<file path="config.mk">
export PLATFORM = sky130hd
export DESIGN_NAME = crc32_msb_first_preloaded
export DESIGN_NICKNAME = d
export VERILOG_FILES = /design/src/rtl/core/cmfp_pkg.sv /design/src/rtl/core/cmfp_in_reg.sv /design/src/rtl/core/cmfp_engine.sv /design/src/rtl/core/crc32_msb_first_preloaded.sv
export SDC_FILE = /design/constraint.sdc
export NUM_CORES = 1
export LEC_CHECK = 0
export ABC_AREA = 1
export BUFFER_PORTS_ARGS = -buffer_cell sky130_fd_sc_hd__buf_2
export CORE_MARGIN = 5
export CORE_UTILIZATION = 40
export CTS_CLUSTER_DIAMETER = 50
export DETAILED_ROUTE_END_ITERATION = 7
export PLACE_DENSITY_LB_ADDON = 0.08
export SYNTH_ARGS = -nofsm -noshare
export SYNTH_HDL_FRONTEND = slang
export SYNTH_HIERARCHICAL = 1
export SYNTH_SLANG_ARGS = --single-unit
</file>
<file path="constraint.sdc">
create_clock -name clk -period 1.8 [get_ports clk]
set_input_delay 0.27 -clock clk [delete_from_list [all_inputs] [get_ports clk]]
set_output_delay 0.27 -clock clk [all_outputs]
set_load 0.03 [all_outputs]
</file>
<file path="src/rtl/core/cmfp_pkg.sv">
package cmfp_pkg;

  localparam int unsigned ByteW = 8;
  localparam int unsigned CrcW  = 32;
  localparam int unsigned CntW  = 3;

  localparam logic [CrcW-1:0] CrcPoly   = 32'h04C1_1DB7;
  localparam logic [CntW-1:0] CntLoaded = 3'd4;

  // One byte request as it travels from the input register to the engine.
  typedef struct packed {
    logic [ByteW-1:0] data_byte;
    logic             last_byte;
  } byte_req_t;

  // Remainder of (top << 24) after eight MSB-first division steps.
  function automatic logic [CrcW-1:0] crc_table_word(input logic [ByteW-1:0] top);
    logic [CrcW-1:0] r;
    r = {top, {(CrcW-ByteW){1'b0}}};
    for (int k = 0; k < ByteW; k++) begin
      if (r[CrcW-1]) begin
        r = {r[CrcW-2:0], 1'b0} ^ CrcPoly;
      end else begin
        r = {r[CrcW-2:0], 1'b0};
      end
    end
    return r;
  endfunction

endpackage

</file>
<file path="src/rtl/core/cmfp_in_reg.sv">
module cmfp_in_reg (
  input  logic               clk,
  input  logic               rst_n,
  input  logic               in_valid,
  input  logic [7:0]         in_data_byte,
  input  logic               in_last_byte,
  output logic               in_stall,
  input  logic               take,
  output logic               req_valid,
  output cmfp_pkg::byte_req_t req
);
  import cmfp_pkg::*;

  logic      req_valid_r;
  byte_req_t req_r;

  // Hold the request while the engine cannot take it.
  assign in_stall = req_valid_r && !take;

  always_ff @(posedge clk) begin
    if (!rst_n) begin
      req_valid_r <= 1'b0;
    end else if (!in_stall) begin
      req_valid_r <= in_valid;
    end
  end

  always_ff @(posedge clk) begin
    if (!in_stall && in_valid) begin
      req_r.data_byte <= in_data_byte;
      req_r.last_byte <= in_last_byte;
    end
  end

  assign req_valid = req_valid_r;
  assign req       = req_r;

endmodule

</file>
<file path="src/rtl/core/cmfp_engine.sv">
module cmfp_engine (
  input  logic                clk,
  input  logic                rst_n,
  input  logic                req_valid,
  input  cmfp_pkg::byte_req_t req,
  output logic                take,
  output logic                out_valid,
  output logic [31:0]         out_hash_value,
  input  logic                out_stall
);
  import cmfp_pkg::*;

  logic [CrcW-1:0] crc_r, crc_nxt, crc_upd;
  logic [CntW-1:0] cnt_r, cnt_nxt, cnt_upd;
  logic            out_valid_r, out_valid_nxt;
  logic [CrcW-1:0] hash_r, hash_upd;
  logic            out_free, fire;

  assign out_free = !out_valid_r || !out_stall;
  // A byte that finishes no message never needs the output slot.
  assign take     = !req.last_byte || out_free;
  assign fire     = req_valid && take;

  always_comb begin
    crc_upd = crc_r;
    cnt_upd = cnt_r;
    if (cnt_r < CntLoaded) begin
      unique case (cnt_r[1:0])
        2'd0:    crc_upd = crc_r | {req.data_byte, 24'h0};
        2'd1:    crc_upd = crc_r | {8'h0, req.data_byte, 16'h0};
        2'd2:    crc_upd = crc_r | {16'h0, req.data_byte, 8'h0};
        default: crc_upd = ~(crc_r | {24'h0, req.data_byte});
      endcase
      cnt_upd = cnt_r + 3'd1;
    end else begin
      crc_upd = {crc_r[CrcW-ByteW-1:0], req.data_byte}
                ^ crc_table_word(crc_r[CrcW-1:CrcW-ByteW]);
    end
    hash_upd = (cnt_upd >= CntLoaded) ? ~crc_upd : crc_upd;
  end

  always_comb begin
    crc_nxt = crc_r;
    cnt_nxt = cnt_r;
    if (fire) begin
      if (req.last_byte) begin
        crc_nxt = '0;
        cnt_nxt = '0;
      end else begin
        crc_nxt = crc_upd;
        cnt_nxt = cnt_upd;
      end
    end
    out_valid_nxt = out_valid_r && out_stall;
    if (fire && req.last_byte) begin
      out_valid_nxt = 1'b1;
    end
  end

  always_ff @(posedge clk) begin
    if (!rst_n) begin
      crc_r       <= '0;
      cnt_r       <= '0;
      out_valid_r <= 1'b0;
    end else begin
      crc_r       <= crc_nxt;
      cnt_r       <= cnt_nxt;
      out_valid_r <= out_valid_nxt;
    end
  end

  always_ff @(posedge clk) begin
    if (fire && req.last_byte) begin
      hash_r <= hash_upd;
    end
  end

  assign out_valid      = out_valid_r;
  assign out_hash_value = hash_r;

endmodule

</file>
<file path="src/rtl/core/crc32_msb_first_preloaded.sv">
// Channel   Direction  Handshake           Payload
// in_       request    in_valid/in_stall   in_data_byte[7:0], in_last_byte
// out_      result     out_valid/out_stall out_hash_value[31:0]
//
// One byte request is taken every cycle unless a last byte waits for the output slot; a
// result leaves through the input register and then the result register, around the
// combinational shift/table/XOR update.
// Reset (rst_n low, synchronous) clears the CRC state and both valid flags.
// out_stall holds the result; a last byte then waits in the input register,
// while other bytes keep flowing through the update.
module crc32_msb_first_preloaded (
  input  logic        clk,
  input  logic        rst_n,
  input  logic        in_valid,
  input  logic [7:0]  in_data_byte,
  input  logic        in_last_byte,
  output logic        in_stall,
  output logic        out_valid,
  output logic [31:0] out_hash_value,
  input  logic        out_stall
);
  import cmfp_pkg::*;

  logic      req_valid;
  logic      take;
  byte_req_t req;

  // Register the incoming request.
  cmfp_in_reg u_in_reg (
    .clk          (clk),
    .rst_n        (rst_n),
    .in_valid     (in_valid),
    .in_data_byte (in_data_byte),
    .in_last_byte (in_last_byte),
    .in_stall     (in_stall),
    .take         (take),
    .req_valid    (req_valid),
    .req          (req)
  );

  // Pack the first four bytes, then advance the CRC one byte per request,
  // and register the hash when the message ends.
  cmfp_engine u_engine (
    .clk            (clk),
    .rst_n          (rst_n),
    .req_valid      (req_valid),
    .req            (req),
    .take           (take),
    .out_valid      (out_valid),
    .out_hash_value (out_hash_value),
    .out_stall      (out_stall)
  );

endmodule

</file>
# --- Word-level counts from Yosys, hierarchy flattened ---
# Index checks and enable logic that the tools add are counted.
# Widths: inputs -> output; s select.
word_totals:
  inputBits: 13
  latch_bits: 0
  output_inout_bits: 34
  ff_bits: 78
  mem_bits_ro: 0
  ram_bits: 0
  memories: 0
op_classes:
  addsub: 1
  mux: 23
  n_reduce_logical: 13
  n_lt_le_gt_ge: 2
  n_mul: 0
  shifts: 0
  eq_ne: 2
  div_mod_pow: 0
  bitwise: 15
ops:
  columns: ["op", "count"]
  rows:
  - ["$mux 32", 11]
  - ["$mux 27", 8]
  - ["$not 14->14", 8]
  - ["$pmux 32 s3", 1]
  - ["$not 32->32", 2]
  - ["$or 32x16->32", 1]
  - ["$or 32x24->32", 1]
  - ["$or 32x32->32", 1]
  - ["$or 32x8->32", 1]
  - ["$xor 32x32->32", 1]
  - ["$mux 3", 2]
  - ["$logic_and 1x1->1", 5]
  - ["$logic_not 1->1", 5]
  - ["$add 3x1->3 const B", 1]
  - ["$ge 3x3->1 const B", 1]
  - ["$lt 3x3->1 const B", 1]
  - ["$eq 2x1->1 const B", 1]
  - ["$eq 2x2->1 const B", 1]
  - ["$logic_not 2->1", 1]
  - ["$logic_or 1x1->1", 2]
  - ["$mux 1", 1]

# --- Logic depth before layout (Yosys ltp) ---
# Gate-level depths: netlist of run 1.
logic_depth:
  ltp_word: 28
  mapped_depth: 13

# --- Cells and area by module ---
# Netlist of run 1, hierarchy kept.
modules_own_cells:
  columns: ["module", "instances", "cells_each", "seq_area_each_um2", "area_per_inst_um2"]
  rows:
  - ["cmfp_engine", 1, 624, 1681.6, 4690.7]
  - ["cmfp_in_reg", 1, 17, 290.3, 320.3]

# --- Worst setup path after synthesis of run 1 ---
# Ideal clock, no wire load.
synth_timing:
  kind: "register to register"
  startpoint: "register u_engine.out_valid_r (netlist: u_engine/out_valid)"
  endpoint: "register u_engine.hash_r[0] (netlist: u_engine/out_hash_value[0]), enable pin"
  path_stages_with_launch: 8
  path_buffers: 0
  required_time_ns: 1.413
  synth_period_minus_slack_ns: 1.927
  t_arrival_ns: 1.540
  slack_ns: -0.127
  setup_time_ns: 0.387
  path_cell_list: "dfxtp_1 > nand2_1 > inv_1 > nand2_1 > nand2_1 > inv_1 > nand2_1 > inv_1"
synth_via:
  elab_chain_len: 5
synth_rtl:
  columns: ["element", "line", "source"]
  rows:
  - ["from (decl)", "cmfp_engine.sv:15", "logic out_valid_r, out_valid_nxt;"]
  - ["from (signal assigned)", "cmfp_engine.sv:68", "out_valid_r <= out_valid_nxt;"]
  - ["$logic_not 1->1", "cmfp_engine.sv:19", "assign out_free = !out_valid_r || !out_stall;"]
  - ["$logic_or 1x1->1", "cmfp_engine.sv:19", null]
  - ["$logic_or 1x1->1", "cmfp_engine.sv:21", "assign take = !req.last_byte || out_free;"]
  - ["via take", "crc32_msb_first_preloaded.sv:25", "logic take;"]
  - ["$logic_and 1x1->1", "cmfp_engine.sv:22", "assign fire = req_valid && take;"]
  - ["$logic_and 1x1->1", "cmfp_engine.sv:73", "if (fire && req.last_byte) begin"]
  - ["to (signal assigned)", "cmfp_engine.sv:74", "hash_r <= hash_upd;"]
  - ["to (decl)", "cmfp_engine.sv:16", "logic [CrcW-1:0] hash_r, hash_upd;"]
# The timed path passes the listed nets, and every way through them passes these cells.
# A chain may end at the register's enable or synchronous reset.

# --- Worst setup path in the final report of run 1 ---
layout_timing:
  startpoint: "register u_engine.crc_r[31]"
  endpoint: "register u_engine.hash_r[13] (netlist: u_engine/out_hash_value[13]), data pin"
layout_via:
  elab_chain_len: 15
layout_rtl:
  columns: ["element", "line", "source"]
  rows:
  - ["from (decl)", "cmfp_engine.sv:13", "logic [CrcW-1:0] crc_r, crc_nxt, crc_upd;"]
  - ["from (signal assigned)", "cmfp_engine.sv:66", "crc_r <= crc_nxt;"]
  - ["$mux 27 (*)", "cmfp_pkg.sv:21", "if (r[CrcW-1]) begin"]
  - ["$mux 32 (*) (6 in a row)", "cmfp_engine.sv:27", "if (cnt_r < CntLoaded) begin"]
  - ["$mux 27 (*)", "cmfp_pkg.sv:21", null]
  - ["$mux 32 (*)", "cmfp_engine.sv:27", null]
  - ["$mux 27 (*)", "cmfp_pkg.sv:21", null]
  - ["$mux 32 (*)", "cmfp_engine.sv:27", null]
  - ["$xor 32x32->32 (*)", "cmfp_engine.sv:37", "^ crc_table_word(crc_r[CrcW-1:CrcW-ByteW]);"]
  - ["$mux 32 (*)", "cmfp_engine.sv:27", null]
  - ["$not 32->32", "cmfp_engine.sv:39", "hash_upd = (cnt_upd >= CntLoaded) ? ~crc_upd : crc_upd;"]
  - ["$mux 32 (*)", "cmfp_engine.sv:39", null]
  - ["via u_engine.hash_upd[13]", "cmfp_engine.sv:16", null]
# Mark *: on every way through the listed nets, which the timed path passes. The rest lies on a longest branch. The select of a mux whose other input is x is not followed.

==> out/qor.yml, run 1 <==
global_routing:
  antenna_found_initial: 0
  grt_pass1_vias: 4439
  track_usage: 0.218
  overflow: 0
  grt_pass1_wl_mm: 24.4
  grt_max_degree: 33
logic_synthesis:
  yosysWarnings: 6
  synthTopCellsByArea: "edfxtp_1 25%, dfxtp_1 15%, nand2_1 14%"
  synth_cell_types: 42
  synthesis.area_um2: 5010
  synthCells: 641
  synth_seq_area_share: 0.394
  synth_nets: 659
  avgSynthCellArea_um2: 7.82
  ys_ff_latch: 78
  synth_top_area_share: 0.246
  synth_top_area_cell: "edfxtp_1"
place:
  placed_cells: 889
  place_congestion: 0.906
  dpl_worst_slack_ns: -0.0506
  port-buffer-count: 46
  dp_hpwl_mm: 11.5
cells_and_area:
  final_core_util: 0.524
  fillCellCount: 1210
  final_cells: 914
  layout.nets: 759
  layout-drive-gt1-share: 0.314
  area_growth_pct: 27.1
  num_antenna_cells: 0
timing:
  worst_slack_ns: 0.0223
  finalSetupViolCount: 0
  min_period_ns: 1.78
  relSlewSlack: 0.704
  post-route-period-util: 0.988
  fin_skew_ns: 0.00738
  hold_violations: 0
  timing.hold.ws_ns: 0.0867
  fmax_ghz: 0.563
  report.final.slew_viol_count: 0
  tightest_slew_ns: 0.438
  rsz0062_at_grt: "yes"
clock_network:
  cts_buffers: 9
  cts_tree: "done"
  clk_latency_ns: 0.36
  cts.sinks: 78
  h-tree-depth: 3
  root_buffer: "clkbuf_16"
  clk_pin_slew_ns: 0.06
  cts_buffer_depth: 2
run_status:
  status: "completed"
power:
  p_leak_nw: 2.58
  power.total_w: 0.00476
  vdd_drop_max_mv: 0.581
  cellPowerDensity_nw_per_um2: 747
floorplanning:
  coreArea_um2: 12200
  initial_utilization: 0.412
  fp.dieH_um: 122
  die_x_um: 122
  io_pins: 47
  num_rows: 40
  dieArea_um2: 14900
critical_path:
  crit_path_max_fanout: 6
  ff2ff_path_depth: 10
  crit_path_start_kind: "flip-flop"
  cp_num_buf_inv: 3
  path_cells: "buf_12 > inv_6 > nand2_2 > nand2_4 > buf_12 > xor2_2 > xnor2_1 > nand2_1 > nand2_1 > xor2_1"
  cp-end-kind: "flip-flop"
  slowest_stage: "dfxtp_4"
  path_class: "flip-flop to flip-flop"
  cpPeakStageDelay_ns: 0.38
  path_delay_family: "XOR/XNOR gates"
  crit_required_ns: 1.91
  arrival_ns: 1.89
  worstSetupPathDepth: 10
hold_path:
  hold_class: "input port to flip-flop"
  min_path_cells: 1
run:
  cap_violations: 0
drt:
  drt_iter0_drc: 366
  ant_nets: 0
  routed_wl_mm: 15.9
  drc: 0
  drt_pass1_iterations: 6
  vias: 4719
  via_per_inst: 5.16
  post_drt_wl_per_cell_um: 17.4
## synthesized netlist by cell type, drive strengths merged
library cell and instances:
clkbuf 10, o311ai 4, a211oi 1, o21bai 3, nand3 50, inv 56, o22ai 2, o2111ai 1
o21ai 30, o211ai 4, buf 22, nor3b 2, a31oi 4, xor2 37, a22oi 2, a21oi 69
edfxtp 41, xnor2 11, a32oi 7, o221ai 2, nor2 24, a22o 1, nand4 1, nand2 215
dfxtp 37, ha 5
## kinds of logic after synthesis
family	Yosys count	synth area share
buffers and inverters	88	0.0949
xor gates and xnor gates	48	0.0839
adders and majority gates	5	0.0125
AOI/OAI and AO/OA	130	0.148
DFF	78	0.394
and+or+nand+nor	292	0.267
## layer usage
metal,GRT usage,part of all wire
met1,0.293,0.46
met2,0.349,0.47
met3,0.0367,0.051
met4,0.0903,0.024
met5,0,0
## layout make-up
class,instances,area [µm²],share of cell area
inverters,56,236,0.0371
flip-flops and latches,78,1990,0.313
well taps,168,210,0.0330
multi-input cells,475,2760,0.433
clock buffers,9,225,0.0354
repair buffers,121,876,0.137
clock inverters,7,72.6,0.0114
## placed cells by master (no fill, tap or decap), types with 4 or more instances in the layout
| cell type | synthesis | final |
|---|---|---|
| a21oi_1 | 68 | 67 |
| a31oi_1 | 4 | 4 |
| a32oi_2 | 0 | 6 |
| buf_12 | 0 | 6 |
| buf_2 | 9 | 46 |
| buf_4 | 4 | 66 |
| clkbuf_16 | 0 | 9 |
| dfxtp_1 | 37 | 28 |
| dfxtp_2 | 0 | 6 |
| edfxtp_1 | 41 | 41 |
| ha_4 | 0 | 4 |
| inv_1 | 44 | 39 |
| inv_2 | 7 | 9 |
| inv_4 | 3 | 5 |
| inv_6 | 2 | 4 |
| nand2_1 | 187 | 174 |
| nand2_2 | 22 | 31 |
| nand2_4 | 6 | 10 |
| nand3_1 | 43 | 41 |
| nand3_2 | 7 | 9 |
| nor2_1 | 20 | 19 |
| o211ai_1 | 4 | 4 |
| o21ai_0 | 28 | 22 |
| o21ai_1 | 2 | 7 |
| xnor2_1 | 11 | 10 |
| xor2_1 | 37 | 35 |
## stage by stage
stage	setup TNS, ns	area (µm²)
6_report	0	6370
5_1_grt	-0.114	6370
4_1_cts	0	6080
3_5_place_dp	-0.388	5770
3_3_place_gp	-0.171	5770
2_1_floorplan	0	5020
## flip-flops by register name, summed over array words and instances, names as in the netlist
register	flops
u_engine/out_valid	1
u_engine/out_hash_value	32
u_in_reg/req	9
u_in_reg/req_valid	1
u_engine/crc_r	32
u_engine/cnt_r	3
## where the power goes
group,internal [W],switching (W),total (W)
clock,0.00108,0.000769,0.00185
combinational,0.000350,0.000570,0.000920
sequential,0.00194,0.0000492,0.00199
## repair_timing
action / in CTS / in global routing
resized for setup: 4 / 60
buffers inserted: 0 / 8
hold buffers: 0 / 0
pin swaps: 0 / 12
gates cloned: 0 / 1
setup endpoints to repair: 13 / 32
## worst paths after layout
kind / end / startpoint / slack, ns
worst min register to register: u_engine/crc_r[12]$_SDFFE_PN0N_ / u_engine/crc_r[12]$_SDFFE_PN0N_ / 0.46
worst max-delay path: u_engine/out_hash_value[13]$_DFFE_PP_ / u_engine/crc_r[31]$_SDFFE_PN0N_ / 0.02
worst max register to register: u_engine/out_hash_value[13]$_DFFE_PP_ / u_engine/crc_r[31]$_SDFFE_PN0N_ / 0.02
worst min-delay path: u_in_reg/req[5]$_DFFE_PP_ / in_data_byte[4] / 0.09
Note: power is estimated with default switching activity, not from simulation.
==> run 2, diff against run 1 <==
--- a/config.mk
+++ b/config.mk
@@ -12,6 +12,7 @@
 export CTS_CLUSTER_DIAMETER = 50
 export DETAILED_ROUTE_END_ITERATION = 7
 export PLACE_DENSITY_LB_ADDON = 0.08
+export SETUP_SLACK_MARGIN = 0.05
 export SYNTH_ARGS = -nofsm -noshare
 export SYNTH_HDL_FRONTEND = slang
 export SYNTH_HIERARCHICAL = 1
==> run 2 against run 1 <==
  * The run now ends with negative setup slack left
  * Sequential power barely moved
  * Critical path depth did not move
  * Routed wire length fell by 3.6%
  * Register-to-register slack got worse by 0.02 ns
  * Worst hold slack improved by 0.0070 ns
  * Power rose by 6.3%
  * Clock skew fell by 0.0018 ns
  * Utilization fell by 0.10 points
  * Clock power rose by 16%
  * Non-clock buffer count fell by 13
  * Global-route usage fell by 1.1 points
  * Final cell count fell by 1.4%
==> out/qor.yml, run 2 (synthesis results as in run 1) <==
run_status:
  status: "finished, violations left"
  violations: "negative setup slack"
cells_and_area:
  fin_area_um2: 6360  # -0.20%
  final_common_cell: "nand2_1"
  area_growth_pct: 26.9
  layout-drive-gt1-share: 0.299  # -0.0149
  layout.nets: 746  # -1.7%
  final_cell_mix: "181 x nand2_1, 64 x a21oi_1, 51 x buf_4, 46 x buf_2, 42 x nand3_1"
  num_antenna_cells: 0  # unchanged
power:
  power_frac_seq: 0.393  # -0.025
  intPower_w: 0.00373  # +11%
  switching_power_w: 0.00133  # -4.2%
  clkPwrFrac: 0.425  # +0.037
  comb_power_share: 0.182  # -0.012
  swShare: 0.263  # -0.0288
  cellPowerDensity_nw_per_um2: 795  # +6.5%
  p_leak_nw: 2.58  # about the same
  vdd_drop_max_mv: 0.562  # -3.2%
run:
  cap_violations: 0  # unchanged
clock_network:
  cts_tree: "done"
  cts_buffer_depth: 2  # unchanged
  root_buffer: "clkbuf_16"
  hold_buffers: 0  # unchanged
  cts.sinks: 78  # unchanged
  clk_latency_ns: 0.35  # about the same
  cts_buffers: 9  # unchanged
  clk_pin_slew_ns: 0.06  # about the same
  h-tree-depth: 3  # unchanged
drt:
  drt_pass1_iterations: 5  # -1
  vias: 4666  # -1.1%
  drt_iter0_drc: 473  # +29%
  routed_wl_mm: 15.3  # -3.6%
  via_per_inst: 5.18  # +0.30%
  ant_nets: 0  # unchanged
  drc: 0  # unchanged
  post_drt_wl_per_cell_um: 17.0  # -2.2%
floorplanning:
  fp.dieH_um: 122  # unchanged
  num_rows: 40  # unchanged
  initial_utilization: 0.412  # unchanged
  dieArea_um2: 14900  # unchanged
  die_x_um: 122  # unchanged
  coreArea_um2: 12200  # unchanged
  io_pins: 47  # unchanged
timing:
  rsz0062_at_grt: "yes"
  fin_skew_ns: 0.00560  # -0.00178 ns
  fmax_ghz: 0.555  # -1.4%
  worst_slack_ns: -0.00242  # -0.0247 ns
  report.final.slew_viol_count: 0  # unchanged
  finalSetupViolCount: 1  # +1
  hold_violations: 0  # unchanged
  tightest_slew_ns: 0.471  # +0.0328 ns
  relSlewSlack: 0.682  # -0.0222
  min_period_ns: 1.80  # +0.0247 ns
  tns_ns: -0.00242  # -0.00242 ns
  post-route-period-util: 1.00  # +0.0137
critical_path:
  cpPeakStageDelay_ns: 0.38  # about the same
  slowest_stage: "dfxtp_4"
  crit_path_start_kind: "flip-flop"
  crit_path_max_fanout: 5  # -1
  reg2reg_to: "u_engine/out_hash_value[1]$_DFFE_PP_"
  r2r_setup_slack_ns: -0.002  # -0.02 ns
  ff2ff_path_depth: 10  # unchanged
  path_cells: "inv_6 > ha_4 > nor2_4 > nand2_4 > buf_12 > nand2_8 > o21ai_2 > o211ai_1 > nand2_1 > xor2_1"
  cp-end-kind: "flip-flop"
  arrival_ns: 1.90  # about the same
  rr_startpoint: "u_engine/cnt_r[0]$_SDFFE_PN0N_"
  crit_required_ns: 1.90  # about the same
  path_class: "flip-flop to flip-flop"
hold_path:
  min_path_cells: 1  # unchanged
  whs_endpoint: "u_in_reg/req[1]$_DFFE_PP_"
  hp-start: "in_data_byte[0]"
  hold_class: "input port to flip-flop"
global_routing:
  track_usage: 0.207  # -0.0107
  antenna_found_initial: 0  # unchanged
  grt_pass1_vias: 4418  # -0.47%
  grt_pass1_wl_mm: 23.4  # -3.8%
  grt_max_degree: 34  # +3.0%
  overflow: 0  # unchanged
place:
  dp_hpwl_mm: 10.9  # -5.1%
  dpl_cell_area_um2: 5700  # -1.3%
  port-buffer-count: 46  # unchanged
  place_congestion: 0.917  # +1.2%
run 2: changes by cell type in the layout (fill, tap and decap cells not counted), sizes merged:
cell,delta
bufinv,+2
inv,-2
clkinv,-3
clkinvlp,-1
buf,-14
clkbuf,+5
run 2: final cells by class:
| type | count | area [µm²] |
|---|---|---|
| Fill cell | 1199 | 5800 |
| Multi-Input combinational cell | 475 | 2740 |
| Sequential cell | 78 | 1990 |
| Timing Repair Buffer | 108 | 826 |
| Clock buffer | 13 | 260 |
| Inverter | 56 | 244 |
| Tap cell | 168 | 210 |
| Clock inverter | 3 | 90.1 |
run 2: timing repair:
| item | in CTS | in global routing |
|---|---|---|
| buffers inserted | 1 | 7 |
| gates resized for setup | 16 | 46 |
| gates cloned | 0 | 2 |
| endpoints found under the setup margin | 25 | 37 |
| pin swaps | 3 | 12 |
| hold endpoints to repair | 0 | 0 |
run 2: worst max-delay path, delay by kind of cell (launching register included):
| kind | cells | cell delay, ns |
|---|---|---|
| XOR/XNOR | 1 | 0.18 |
| flip-flops | 1 | 0.38 |
| AND/OR/NAND/NOR | 4 | 0.46 |
| buffers and inverters | 2 | 0.21 |
| adder cells (fa/ha/maj) | 1 | 0.16 |
| AO/OA/AOI/OAI | 2 | 0.17 |
run 2: worst max path at each step:
| stage | start | endpoint | slack (ns) | cells past startpoint |
|---|---|---|---|---|
| 2_1_floorplan | u_engine/out_valid$_SDFF_PN0_ | u_engine/out_valid$_SDFF_PN0_ | 0.06 | 9 |
| 3_3_place_gp | u_engine/cnt_r[1]$_SDFFE_PN0N_ | u_engine/out_hash_value[31]$_DFFE_PP_ | -0.03 | 7 |
| 3_5_place_dp | u_engine/cnt_r[1]$_SDFFE_PN0N_ | u_engine/out_hash_value[1]$_DFFE_PP_ | -0.06 | 10 |
| 4_1_cts | u_engine/cnt_r[0]$_SDFFE_PN0N_ | u_engine/out_hash_value[1]$_DFFE_PP_ | 0.02 | 10 |
| 5_1_grt | u_engine/cnt_r[0]$_SDFFE_PN0N_ | u_engine/out_hash_value[1]$_DFFE_PP_ | -0.09 | 10 |
| 6_report | u_engine/cnt_r[0]$_SDFFE_PN0N_ | u_engine/out_hash_value[1]$_DFFE_PP_ | -0.002 | 10 |
run 2: layer usage:
layer / part of all wire / global-route usage / vias up
met3: 0.058 / 0.0353 / 22
met2: 0.47 / 0.326 / 150
met4: 0.018 / 0.0756 / 0
li1: - / - / 2306
met1: 0.46 / 0.287 / 2188
met5: 0 / 0 / -
run 2: through the flow:
stage | worst slack, ns | std cells | total power [W] | utilization | hold WS [ns]
2_1_floorplan | 0.0606 | 641 | 0.00257 | - | 0.369
3_3_place_gp | -0.0282 | 875 | 0.00282 | 0.468 | 0.447
3_5_place_dp | -0.0611 | 875 | 0.00284 | 0.468 | 0.448
4_1_cts | 0.0239 | 892 | 0.00501 | 0.501 | 0.0845
5_1_grt | -0.0897 | 901 | 0.00528 | 0.523 | 0.0854
6_report | -0.00242 | 901 | 0.00506 | 0.523 | 0.0937
run 2: power by group through the flow:
stage               clock, W  combinational, W  sequential (W)
floorplan                  0          0.000508         0.00206
finish               0.00215          0.000920         0.00199
detailed placement         0          0.000812         0.00202
global placement           0          0.000801         0.00202
global route         0.00228           0.00100         0.00199
CTS                  0.00219          0.000834         0.00199
==> run 3, diff against run 2 <==
--- a/config.mk
+++ b/config.mk
@@ -17,3 +17,4 @@
 export SYNTH_HDL_FRONTEND = slang
 export SYNTH_HIERARCHICAL = 1
 export SYNTH_SLANG_ARGS = --single-unit
+export TNS_END_PERCENT = 10
==> run 3 against run 2 <==
  * The run now ends clean
  * Register-to-register slack gained 0.08 ns
  * Power shrank 9.8%
  * Final area is essentially flat
  * Utilization is essentially flat
  * Worst hold slack lost 0.00089 ns
  * Count of clock-buffer cells in the layout shrank 2
  * Via count shrank 1.1%
  * Die area is the same
  * Routed wire length shrank 2.6%
  * Final cell count grew 0.78%
  * Critical path depth shrank 5
  * Critical path type unchanged
  * Largest power group is now registers
  * Highest routed layer unchanged
==> out/qor.yml, run 3 (synthesis results as in run 1) <==
run_status:
  status: "completed"
critical_path:
  slowest_stage: "dfxtp_4"
  arrival_ns: 1.82  # -0.08 ns
  crit_path_end: "u_engine/out_hash_value[5]$_DFFE_PP_"
  crit_path_max_fanout: 6  # +1
  r2r_setup_slack_ns: 0.08  # +0.08 ns
  path_cells: "ha_4 > clkinvlp_4 > o311ai_1 > nand2_1 > xor2_1"
  crit_path_start_kind: "flip-flop"
  crit_path_start: "u_engine/cnt_r[0]$_SDFFE_PN0N_"
  cp_num_buf_inv: 1  # -1
  path_delay_family: "flip-flops"
  cpPeakStageDelay_ns: 0.40  # +0.02 ns
  rr_startpoint: "u_engine/cnt_r[0]$_SDFFE_PN0N_"
  reg2reg_to: "u_engine/out_hash_value[5]$_DFFE_PP_"
  ff2ff_path_depth: 5  # -5
  cp-end-kind: "flip-flop"
  crit_required_ns: 1.90  # about the same
  path_class: "flip-flop to flip-flop"
  worstSetupPathDepth: 5  # -5
power:
  cellPowerDensity_nw_per_um2: 718  # -9.8%
  p_leak_nw: 2.56  # -0.81%
  comb_power_share: 0.199  # +0.017
  intPower_w: 0.00324  # -13%
  vdd_drop_max_mv: 0.532  # -5.4%
  swShare: 0.289  # +0.0264
  clkPwrFrac: 0.364  # -0.061
  switching_power_w: 0.00132  # -0.75%
  power_frac_seq: 0.436  # +0.043
drt:
  routed_wl_mm: 14.9  # -2.6%
  drc: 0  # unchanged
  ant_nets: 0  # unchanged
  post_drt_wl_per_cell_um: 16.4  # -3.3%
  via_per_inst: 5.08  # -1.8%
  drt_pass1_iterations: 5  # unchanged
  drt_iter0_drc: 343  # -27%
  vias: 4616  # -1.1%
cells_and_area:
  num_antenna_cells: 0  # unchanged
  fin_area_um2: 6360  # about the same
  layout.nets: 753  # +0.94%
  layout-drive-gt1-share: 0.328  # +0.0296
  area_growth_pct: 26.8  # about the same
  final_cell_mix: "171 x nand2_1, 63 x a21oi_1, 60 x buf_4, 46 x buf_2"
  final_common_cell: "nand2_1"
clock_network:
  cts.sinks: 78  # unchanged
  cts_buffers: 9  # unchanged
  clk_latency_ns: 0.35  # about the same
  cts_buffer_depth: 2  # unchanged
  root_buffer: "clkbuf_16"
  h-tree-depth: 3  # unchanged
  cts_tree: "done"
  hold_buffers: 0  # unchanged
  clk_pin_slew_ns: 0.06  # about the same
timing:
  timing.hold.ws_ns: 0.0928  # -0.000885 ns
  fin_skew_ns: 0.00509  # -0.000507 ns
  rsz0062_at_grt: "yes"
  hold_violations: 0  # unchanged
  report.final.slew_viol_count: 0  # unchanged
  finalSetupViolCount: 0  # -1
  tightest_slew_ns: 0.418  # -0.0527 ns
  relSlewSlack: 0.721  # +0.0391
  min_period_ns: 1.72  # -0.0797 ns
  fmax_ghz: 0.580  # +4.6%
  post-route-period-util: 0.957  # -0.0443
floorplanning:
  initial_utilization: 0.412  # unchanged
  fp.dieH_um: 122  # unchanged
  io_pins: 47  # unchanged
  num_rows: 40  # unchanged
  die_x_um: 122  # unchanged
  coreArea_um2: 12200  # unchanged
  dieArea_um2: 14900  # unchanged
global_routing:
  grt_max_degree: 34  # unchanged
  track_usage: 0.208  # +0.000795
  antenna_found_initial: 0  # unchanged
  overflow: 0  # unchanged
  grt_pass1_vias: 4370  # -1.1%
  grt_pass1_wl_mm: 23.6  # +0.53%
hold_path:
  hold_class: "input port to flip-flop"
place:
  dp_hpwl_mm: 10.8  # -1.6%
  dpl_cell_area_um2: 5710  # +0.26%
  place_congestion: 0.867  # -5.5%
  port-buffer-count: 46  # unchanged
run:
  cap_violations: 0  # unchanged
[run 3: cell types whose count changed in the layout (fill, tap and decap cells not counted), moves of 3 or more]
cell	previous run	this run
nand2_1	181	171
buf_4	51	60
nand2_2	25	33
dfxtp_1	29	25
bufinv_16	3	0
dfxtp_2	5	8
nand2_4	8	11
o311ai_0	3	0
[run 3: final cells by class]
| class | instances | area, µm² |
|---|---|---|
| Timing Repair Buffer | 114 | 818 |
| Multi-Input combinational cell | 475 | 2810 |
| Clock buffer | 11 | 243 |
| Inverter | 56 | 244 |
| Timing Repair inverter | 1 | 7.51 |
| Sequential cell | 78 | 2000 |
| Tap cell | 168 | 210 |
| Clock inverter | 5 | 25.0 |
| Fill cell | 1189 | 5810 |
[run 3: metal layers]
layer	global-route usage	part of all wire	vias to the layer above
met5	0	0	-
met4	0.0658	0.018	0
met3	0.0436	0.052	19
met2	0.326	0.46	118
met1	0.288	0.47	2168
li1	-	-	2311
[run 3: worst min-delay path by stage]
stage	startpoint	endpoint	slack, ns	cells past startpoint
finish	in_data_byte[6]	u_in_reg/req[7]$_DFFE_PP_	0.09	1
global route	in_data_byte[6]	u_in_reg/req[7]$_DFFE_PP_	0.08	1
CTS	in_data_byte[1]	u_in_reg/req[2]$_DFFE_PP_	0.08	1
detailed placement	in_data_byte[1]	u_in_reg/req[2]$_DFFE_PP_	0.45	1
global placement	in_data_byte[1]	u_in_reg/req[2]$_DFFE_PP_	0.45	1
floorplan	in_last_byte	u_in_reg/req[0]$_DFFE_PP_	0.37	0
[run 3: metrics by stage]
stage | worst slack [ns] | power, W | utilization | instances | TNS (ns)
floorplan | 0.0394 | 0.00256 | - | 641 | 0
global placement | -0.113 | 0.00283 | 0.470 | 881 | -0.477
detailed placement | -0.170 | 0.00284 | 0.470 | 881 | -1.56
CTS | 0.000102 | 0.00453 | 0.498 | 900 | 0
global route | -0.00483 | 0.00477 | 0.523 | 908 | -0.00483
finish | 0.0773 | 0.00456 | 0.523 | 908 | 0
[run 3: timing repair]
action                     CTS  global route
cloned                       1             0
gates resized for setup     20            72
buffers inserted             2             8
pin swaps                    1            22
setup endpoints to repair   36            45
[run 3: power by group through the flow]
stage	sequential, W	clock (W)	combinational (W)
after floorplan	0.00206	0	0.000505
after global placement	0.00202	0	0.000811
after detailed placement	0.00202	0	0.000817
after CTS	0.00199	0.00170	0.000837
after global routing	0.00200	0.00178	0.000995
final	0.00199	0.00166	0.000909
